===== config.mk =====
export PLATFORM = sky130hd
export DESIGN_NAME = fsmff_lane_match
export DESIGN_NICKNAME = d
export VERILOG_FILES = /design/src/rtl/fsmff_pkg.sv /design/src/rtl/fsmff_lane_match.sv
export SDC_FILE = /design/constraint.sdc
export NUM_CORES = 1
export LEC_CHECK = 0
export BUFFER_PORTS_ARGS = -buffer_cell sky130_fd_sc_hd__buf_2
export CAP_MARGIN = 20
export CELL_PAD_IN_SITES_DETAIL_PLACEMENT = 1
export CELL_PAD_IN_SITES_GLOBAL_PLACEMENT = 1
export CORE_UTILIZATION = 35
export DETAILED_ROUTE_END_ITERATION = 7
export GPL_ROUTABILITY_DRIVEN = 0
export PLACE_DENSITY = 0.88
export SLEW_MARGIN = 20
export SYNTH_ARGS = -nofsm -noshare
export SYNTH_HDL_FRONTEND = slang
export SYNTH_SLANG_ARGS = --single-unit

===== constraint.sdc =====
create_clock -name vclk -period 2
set_clock_uncertainty 0.05 [all_clocks]
set_input_delay 0.1 -clock vclk [all_inputs]
set_output_delay 0.1 -clock vclk [all_outputs]
set_load 0.05 [all_outputs]

===== src/rtl/fsmff_pkg.sv =====
`timescale 1ns / 1ps
// ----------------------------------------------------------------------------
// fsmff_pkg
// Shared types and constants of the free-space map first-fit block.
// ----------------------------------------------------------------------------
package fsmff_pkg;

  // Field widths of one beat on each channel
  localparam int unsigned INDEX_W = 16;
  localparam int unsigned BYTES_W = 16;
  localparam int unsigned PAGE_W  = 12;

  // Category entries and how many sit in one memory word
  localparam int unsigned CAT_W   = 8;
  localparam int unsigned LANES   = 8;
  localparam int unsigned LANE_W  = 3;
  localparam int unsigned WORD_W  = LANES * CAT_W;

  localparam logic [CAT_W-1:0] CAT_MAX = 8'd255;

  // Fixed-point reciprocal used to quantize byte counts
  localparam int unsigned RECIP_SHIFT = 28;
  localparam int unsigned RECIP_W     = RECIP_SHIFT + 1;
  localparam int unsigned GRAN_W      = 13;

  typedef enum logic [0:0] {
    OP_UPDATE = 1'b0,
    OP_FIND   = 1'b1
  } opcode_t;

  // Result of matching one memory word against a needed category
  typedef struct packed {
    logic              hit;
    logic [LANE_W-1:0] lane;
  } match_t;

endpackage


===== src/rtl/fsmff_lane_match.sv =====
`timescale 1ns / 1ps
// ----------------------------------------------------------------------------
// fsmff_lane_match
// Compare every category of one memory word with the needed category and
// pick the lowest lane that is nonzero and large enough.
// ----------------------------------------------------------------------------
module fsmff_lane_match (
  input  logic [fsmff_pkg::WORD_W-1:0] word,
  input  logic [fsmff_pkg::CAT_W-1:0]  need,
  output fsmff_pkg::match_t            result
);
  import fsmff_pkg::*;

  logic [LANES-1:0] ok;

  // Flag each lane that satisfies the request
  always_comb begin
    for (int i = 0; i < LANES; i++) begin
      ok[i] = (word[i*CAT_W +: CAT_W] >= need) && (word[i*CAT_W +: CAT_W] != '0);
    end
  end

  // Priority toward the lowest lane
  always_comb begin
    result.hit  = |ok;
    result.lane = '0;
    for (int i = LANES - 1; i >= 0; i--) begin
      if (ok[i]) begin
        result.lane = LANE_W'(i);
      end
    end
  end

endmodule


# Word-level counts from Yosys, hierarchy flattened
# Cells that the tools add are included.
word_totals:
  ff_bits: 0
  in_bits: 72
  out_inout_bits: 4
  wordCells: 33
classes:
  n_lt_le_gt_ge: 8
  n_mux: 8
  n_reduce_logical: 17
ops:
  columns: ["cell", "count"]
  rows:
  - ["8-bit >= comparator", 8]
  - ["8-bit nonzero test", 8]
  - ["3-bit two-way mux", 8]
  - ["1-bit logical AND", 8]
  - ["8-bit OR reduction", 1]

# Longest topological paths before layout
# Gate-level depths: netlist (run 1).
logic_depth:
  word_depth: 10
  ltp_mapped: 9
  depth_no_buf: 9

# Least setup slack after synthesis (run 1)
# OpenSTA, ideal clock, no wires.
synth_path:
  path_kind: "input to output"
  startpoint: "input port word[40] (netlist name)"
  endpoint: "output port result[1] (netlist name)"
  t_arrival_ps: 2097
  t_required_ps: 1850
  slack_ps: -247
  path_stages: 9
  path_buffers: 0
  cell_sequence: "inv_1 ha_1 nand2b_4 a2111oi_2 nor4_1 o21ai_2 nor2b_2 nand2b_1 a21oi_1"
synth_lines:
  columns: ["element", "line_no", "source"]
  rows:
  - ["start: declaration", "fsmff_lane_match.sv:8", "input logic [fsmff_pkg::WORD_W-1:0] word,"]
  - ["end: declaration", "fsmff_lane_match.sv:10", "output fsmff_pkg::match_t result"]

==> out/qor.yml, run 1 <==
run_status:
  run_status: "finished, violations left"
  violations: "design-rule violations, negative setup slack"
die:
  ios: 76
  start_util: 0.370
  die_width_um: 70.6
  die_h_um: 70.6
  rows: 24
  die-area_mm2: 0.00498
  fp.coreArea_mm2: 0.00444
finish:
  ff_latch_area_um2: 0
  fin_nets: 453
  n_antenna_cell: 0
  final_util: 0.615
  layout-drive-gt1-share: 0.492
  layoutNonFillerInstCount: 367
  n_clock_buffer: 0
  seq_cells: 0
  area_growth_pct: 66.0
critical_path:
  path_max_fanout: 7
  cp_top_family: "compound AO/OA/AOI/OAI gates"
  critical_path_class: "in -> out"
  critical-path-max-stage-delay_ns: 0.38
  crit_path_start_kind: "input pin"
  crit_arrival_ns: 2.15
  cp_cell_sequence: "buf_6 > clkinvlp_4 > ha_1 > a221oi_1 > a31oi_1 > o21ai_1 > nor2b_2 > buf_4 > nand4_4 > buf_8"
  cp_num_buf_inv: 4
  endpoint_kind: "primary output"
  cpMaxStageDelayCell: "ha_1"
  worstPathRequired_ns: 1.85
power:
  internal-power_uw: 392
  p_comb_frac: 1.000
  p_seq_frac: 0
  switching_share: 0.521
  total_power_uw: 819
  power_density_mw_per_mm2: 300
  p_sw_uw: 427
  p_clk_frac: 0
  ir_worst_vdd_v: 0.000137
  p_leak_nw: 1.32
sta:
  worstMarginPinSlew_ns: 0.565
  drv_slew: 0
  fin_tns_setup_ns: -1.05
  post-route-worst-setup-slack_ns: -0.299
  finalSetupViolations: 4
  rsz0062_at_grt: "yes"
  finalHoldViolations: 0
  slew_headroom: 0.620
  fin_crit_ns: 2.30
  fmax_mhz: 435
  fin_crit_sh: 1.15
logic_synthesis:
  synthesis.nets: 340
  yosys_warnings: 0
  syn_area_per_cell_um2: 8.07
  synthCells: 204
  yosysSeqAreaShare: 0
  ys_types: 33
  syn_area_mm2: 0.00165
grt:
  grt_max_degree: 9
  grt_pass1_vias: 2310
  antenna_found_initial: 0
  grt_use_total: 0.274
  grt_overflow: 0
  grt_pass1_wl_mm: 10.8
min_path:
  hold_path.class: "in -> out"
detailed_routing:
  wl_per_cell_um: 21.2
  vias_per_cell: 5.96
  wl_mm: 7.78
  drt_iter0_drc: 69
  drtAntennaViolNets: 0
  vias: 2186
  drc: 10
  drtPass1Iterations: 6
run:
  max_cap_viol_count: 0
placed_design:
  portBuffers: 76
  dp_hpwl_mm: 4.89
  place_inst: 354
clock_tree:
  hold_buffers: 0
==> synth_stat cells (3+ instances only) <==
cell type / n / area, um2
ha_1: 64 / 801
inv_1: 19 / 71.3
nor4_1: 19 / 119
o21ai_0: 19 / 95.1
a21oi_1: 14 / 70.1
nand2_1: 14 / 52.6
nand2b_1: 5 / 31.3
nor2_1: 5 / 18.8
a211oi_1: 4 / 30.0
nand3_1: 4 / 20.0
o211ai_1: 4 / 30.0
o21a_1: 4 / 30.0
nor3_1: 3 / 15.0
==> cells by family after synthesis <==
kind of cell / synth area share
simple gates: 0.223
buf+inv: 0.0433
compound gates: 0.248
fa+ha+maj: 0.486
==> metal layers <==
layer	GRT usage	vias up	wire length (um)
li1	-	1032	-
met1	0.283	1021	3030
met2	0.565	88	3980
met3	0.0128	45	246
met4	0.118	0	514
met5	0	-	0
==> repair_timing <==
item	4_1_cts	5_1_grt
pin swaps	13	10
gates resized for setup	37	28
setup buffers	9	4
endpoints found under the setup margin	4	4
==> path summary, 6_finish.rpt <==
kind                  depth (start not counted)         to     start
worst max-delay path                         10  result[3]   need[6]
worst min-delay path                          7  result[1]  word[12]
==> layout by cell type, fill, tap and decap left out, types with 5 or more instances in the layout <==
cell type	count
buf_4	29
inv_1	15
nor4_1	17
buf_2	68
a21oi_1	13
ha_4	8
nor2_1	5
ha_1	56
nand2_1	10
o21ai_0	14
buf_6	11
==> final cells by class <==
class,instances,area (um2)
fill,543,1710
inverter,19,82.6
multi-input combinational,185,1850
tap,52,65.1
timing repair buffer,111,737
==> power groups by stage <==
stage	Combinational (mW)	Clock (mW)	Sequential, mW
3_3_place_gp	0.553	0	0
4_1_cts	0.692	0	0
3_5_place_dp	0.587	0	0
6_report	0.819	0	0
2_1_floorplan	0.345	0	0
5_1_grt	0.875	0	0
==> metrics by stage <==
stage	worst slack [ns]	hold slack, ns	cell area [um2]
finish	-0.299	0.856	2730
global route	-0.418	0.900	2730
CTS	-0.117	0.865	2550
detailed placement	-0.393	0.892	2280
global placement	-0.284	0.876	2280
floorplan	0.000434	0.597	1660
Note: power is estimated with default switching activity, not from simulation.
==> run 2: changes to the inputs <==
--- a/config.mk
+++ b/config.mk
@@ -9,10 +9,12 @@
 export CAP_MARGIN = 20
 export CELL_PAD_IN_SITES_DETAIL_PLACEMENT = 1
 export CELL_PAD_IN_SITES_GLOBAL_PLACEMENT = 1
+export CORE_ASPECT_RATIO = 1.1
 export CORE_UTILIZATION = 35
 export DETAILED_ROUTE_END_ITERATION = 7
 export GPL_ROUTABILITY_DRIVEN = 0
 export PLACE_DENSITY = 0.88
+export SKIP_LAST_GASP = 1
 export SLEW_MARGIN = 20
 export SYNTH_ARGS = -nofsm -noshare
 export SYNTH_HDL_FRONTEND = slang
==> run 2 against run 1 <==
The flow finishes with violations (negative setup slack). First-iteration DRC count down 2.9%. Flip-flop and latch count unchanged. Fmax down 2.3%. Utilization down 2.7 points. Combinational power down 8.8%. Total power down 8.8%. Routed wire length down 13%. Final cell count down 0.82%. Critical path depth up 2. Die area about the same.
==> out/qor.yml, run 2 (synthesis gave the netlist of run 1 again) <==
min_path:
  hold_path.class: "in -> out"
sta:
  rsz0062_at_grt: "yes"
  fmax_mhz: 425  # -2.3%
  fin_crit_ns: 2.35  # +0.0539 ns
  finalSetupViolations: 4  # unchanged
  drv_slew: 0  # unchanged
  post-route-worst-setup-slack_ns: -0.353  # -0.0539 ns
  worstMarginPinSlew_ns: 0.520  # -0.0450 ns
  slew_headroom: 0.650  # +0.0303
  finalHoldViolations: 0  # unchanged
  fin_crit_sh: 1.18  # +0.0270
placed_design:
  portBuffers: 76  # unchanged
  place_inst: 355  # +0.28%
  dp_hpwl_mm: 4.86  # -0.67%
finish:
  final_cell_mix: "buf_2 (70), ha_1 (59), buf_4 (23)"
  seq_cells: 0  # unchanged
  final_common_cell: "buf_2"
  ff_latch_area_um2: 0  # unchanged
  layout-drive-gt1-share: 0.448  # -0.0437
  fin_nets: 448  # -1.1%
  area_growth_pct: 57.4
  layoutNonFillerInstCount: 364  # -0.82%
  n_clock_buffer: 0  # unchanged
  n_antenna_cell: 0  # unchanged
  final_util: 0.588  # -0.0273
grt:
  grt_pass1_wl_mm: 9.53  # -12%
  antenna_found_initial: 0  # unchanged
  grt_pass1_vias: 2207  # -4.5%
  grt_use_total: 0.249  # -0.0246
  grt_max_degree: 9  # unchanged
  grt_overflow: 0  # unchanged
power:
  switching_share: 0.528  # +0.00656
  p_leak_nw: 1.29  # -2.7%
  ir_worst_vdd_v: 0.000127  # -7.4%
  power_density_mw_per_mm2: 288  # -3.9%
  p_sw_uw: 394  # -7.7%
  internal-power_uw: 353  # -10%
  p_comb_frac: 1.000  # about the same
  p_clk_frac: 0  # unchanged
  p_seq_frac: 0  # unchanged
critical_path:
  crit_arrival_ns: 2.20  # +0.05 ns
  crit_path_start_kind: "input pin"
  endpoint_kind: "primary output"
  critical_path_class: "in -> out"
  path_max_fanout: 6  # -1
  worstPathRequired_ns: 1.85  # about the same
die:
  die_width_um: 67.4  # -4.5%
  ios: 76  # unchanged
  rows: 25  # +4.2%
  start_util: 0.373  # +0.00284
  die-area_mm2: 0.00498  # about the same
  die_h_um: 73.9  # +4.7%
  fp.coreArea_mm2: 0.00441  # -0.76%
detailed_routing:
  wl_per_cell_um: 18.6  # -12%
  drtAntennaViolNets: 0  # unchanged
  drt_iter0_drc: 67  # -2.9%
  vias: 2125  # -2.8%
  drc: 0  # -10
  vias_per_cell: 5.84  # -2.0%
  wl_mm: 6.78  # -13%
  drtPass1Iterations: 4  # -2
run_status:
  violations: "negative setup slack"
  run_status: "finished, violations left"
run:
  max_cap_viol_count: 0  # unchanged
clock_tree:
  hold_buffers: 0  # unchanged
run 2: area by class of cell:
cell class	instances	area [um2]
fillers	553	1820
multi-input cells	185	1770
repair buffers	106	678
inverters	19	75.1
well taps	54	67.6
run 2: what timing repair did:
item / CTS / global route
resized for setup: 34 / 13
endpoints found under the setup margin: 4 / 4
setup buffers: 5 / 4
pin swaps: 12 / 13
run 2: metal layers:
metal	GRT usage	vias up	wire length, um
li1	-	1016	-
met1	0.256	1002	2540
met2	0.517	76	3660
met3	0.00920	31	258
met4	0.0898	0	325
met5	0	-	0
run 2: through the flow:
| stage | setup TNS [ns] | hold WS, ns | instance area [um2] | setup slack, ns | total power [mW] |
|---|---|---|---|---|---|
| after CTS | -0.524 | 0.816 | 2490 | -0.170 | 0.673 |
| final | -1.03 | 0.841 | 2590 | -0.353 | 0.747 |
| after global placement | -0.892 | 0.873 | 2270 | -0.257 | 0.551 |
| after detailed placement | -1.16 | 0.874 | 2270 | -0.340 | 0.582 |
| after global routing | -1.41 | 0.885 | 2590 | -0.436 | 0.810 |
| after floorplan | 0 | 0.597 | 1660 | 0.000434 | 0.345 |
run 2: critical path: stages:
cell and delay [ns]:
buf_6 0.07, clkinvlp_4 0.17, buf_4 0.19, buf_6 0.11
buf_4 0.12, ha_1 0.20, nor4_1 0.26, a21oi_1 0.12
nand3_1 0.17, nand2_1 0.18, nor3b_4 0.31, buf_6 0.20
run 2: worst paths after layout:
| check | slack, ns | start | cells past startpoint | to |
|---|---|---|---|---|
| worst min-delay path | 0.84 | word[35] | 7 | result[1] |
| worst max-delay path | -0.35 | need[7] | 12 | result[2] |
run 2: power groups by stage:
stage | Combinational, mW | Clock (mW) | Sequential [mW]
after global placement | 0.551 | 0 | 0
after detailed placement | 0.582 | 0 | 0
final | 0.747 | 0 | 0
after global routing | 0.810 | 0 | 0
after floorplan | 0.345 | 0 | 0
after CTS | 0.673 | 0 | 0
==> run 3: changes to the inputs <==
--- a/config.mk
+++ b/config.mk
@@ -13,9 +13,11 @@
 export CORE_UTILIZATION = 35
 export DETAILED_ROUTE_END_ITERATION = 7
 export GPL_ROUTABILITY_DRIVEN = 0
+export MAX_ROUTING_LAYER = met4
 export PLACE_DENSITY = 0.88
 export SKIP_LAST_GASP = 1
 export SLEW_MARGIN = 20
 export SYNTH_ARGS = -nofsm -noshare
 export SYNTH_HDL_FRONTEND = slang
 export SYNTH_SLANG_ARGS = --single-unit
+export TNS_END_PERCENT = 30
==> constraint.sdc (replaced) <==
create_clock -name vclk -period 2.55
set_clock_uncertainty 0.05 [all_clocks]
set_input_delay 0.1275 -clock vclk [all_inputs]
set_output_delay 0.1275 -clock vclk [all_outputs]
set_load 0.05 [all_outputs]
==> run 3 against run 2 <==
The run now ends clean. First-iteration DRC count decreased by 28%. Via count decreased by 10%. Final cell count decreased by 7.7%. Flip-flop and latch count unchanged. Combinational power decreased by 44%. Total power decreased by 44%.
==> out/qor.yml, run 3 (synthesis gave the netlist of run 1 again) <==
power:
  p_leak_nw: 1.11  # -14%
  power_density_mw_per_mm2: 198  # -31%
  ir_worst_vdd_v: 0.0000692  # -46%
  total_power_uw: 420  # -44%
sta:
  fin_crit_sh: 0.950
  fmax_mhz: 413
  drv_slew: 0  # unchanged
  finalSetupViolations: 0  # -4
  rsz0062_at_grt: "yes"
  fin_crit_ns: 2.42
  slew_headroom: 0.732  # +0.0817
  finalHoldViolations: 0  # unchanged
  worstMarginPinSlew_ns: 0.401  # -0.118 ns
  fin_tns_setup_ns: 0  # +1.03 ns
grt:
  antenna_found_initial: 0  # unchanged
  grt_use_total: 0.219  # -0.0306
  grt_pass1_vias: 1908  # -14%
  grt_overflow: 0  # unchanged
  grt_pass1_wl_mm: 8.13  # -15%
  grt_max_degree: 9  # unchanged
finish:
  final_util: 0.480  # -0.107
  n_antenna_cell: 0  # unchanged
  final_cell_mix: "buf_2 (74), ha_1 (64), nor4_1 (19)"
  area_growth_pct: 28.6
  final_common_cell: "buf_2"
  multi_input_area_mm2: 0.00158  # -11%
  seq_cells: 0  # unchanged
  layout-drive-gt1-share: 0.319  # -0.129
  ff_latch_area_um2: 0  # unchanged
  n_clock_buffer: 0  # unchanged
  fin_nets: 420  # -6.3%
  num-fill-cells: 605  # +9.4%
critical_path:
  worstPathRequired_ns: 2.37  # +0.52 ns
  endpoint_kind: "primary output"
  critical_path_class: "in -> out"
  crit_start: "need[7]"
  crit_arrival_ns: 2.25  # +0.05 ns
  path_max_fanout: 8  # +2
  crit_path_start_kind: "input pin"
die:
  start_util: 0.373  # unchanged
  rows: 25  # unchanged
  die_width_um: 67.4  # unchanged
  fp.coreArea_mm2: 0.00441  # unchanged
  die-area_mm2: 0.00498  # unchanged
  ios: 76  # unchanged
  die_h_um: 73.9  # unchanged
min_path:
  min-delay-start: "word[13]"
  hold_path.class: "in -> out"
detailed_routing:
  drc: 0  # unchanged
  vias_per_cell: 5.69  # -2.5%
  drtPass1Iterations: 4  # unchanged
  vias: 1913  # -10%
  drt_iter0_drc: 48  # -28%
  drtAntennaViolNets: 0  # unchanged
  wl_per_cell_um: 15.3  # -18%
  wl_mm: 5.14  # -24%
placed_design:
  portBuffers: 76  # unchanged
  dp_hpwl_mm: 4.58  # -5.7%
run:
  max_cap_viol_count: 0  # unchanged
run_status:
  run_status: "finished, final reports clean"
clock_tree:
  hold_buffers: 0  # unchanged
  cts_setup_buffers: 0  # -5
run 3: layer usage:
layer  part of all wire  vias up  GRT usage
met2               0.53       58      0.449
met1               0.42      886      0.228
met4              0.013        0     0.0378
li1                   -      963          -
met5                  0        -          -
met3              0.036        6    0.00307
run 3: timing repair:
| action | CTS | global route |
|---|---|---|
| hold endpoints to repair | 0 | 0 |
| resized for setup | 0 | 4 |
| endpoints found under the setup margin | 0 | 3 |
run 3: path summary, 6_finish.rpt:
kind	end	slack [ns]	depth (start not counted)
worst min-delay path	result[3]	0.92	6
worst max-delay path	result[0]	0.13	10
run 3: layout make-up:
type,count,area share
multi-input cells,185,0.744
well taps,54,0.0319
repair buffers,78,0.189
inverters,19,0.0354
run 3: power by group:
part	total, mW	internal [mW]	leakage [nW]	switching [mW]
clock network	0	0	0	0
logic	0.420	0.186	1.11	0.234
registers	0	0	0	0
total	0.420	0.186	1.11	0.234
run 3: per-stage QoR:
stage | std cells | setup slack [ns] | hold WS [ns] | area, um2
floorplan | 204 | 0.248 | 0.627 | 1650
global placement | 336 | 0.213 | 0.930 | 2110
detailed placement | 336 | 0.0953 | 0.937 | 2110
CTS | 336 | 0.0916 | 0.940 | 2110
global route | 336 | -0.0199 | 0.959 | 2120
finish | 336 | 0.127 | 0.922 | 2120
run 3: critical path, stage by stage:
cell	delay, ns
buf_2	0.11
clkinvlp_4	0.19
ha_1	0.38
a211oi_1	0.28
nand2_1	0.13
o311ai_2	0.29
nand2b_1	0.10
a211oi_1	0.24
o21a_1	0.17
clkbuf_4	0.23
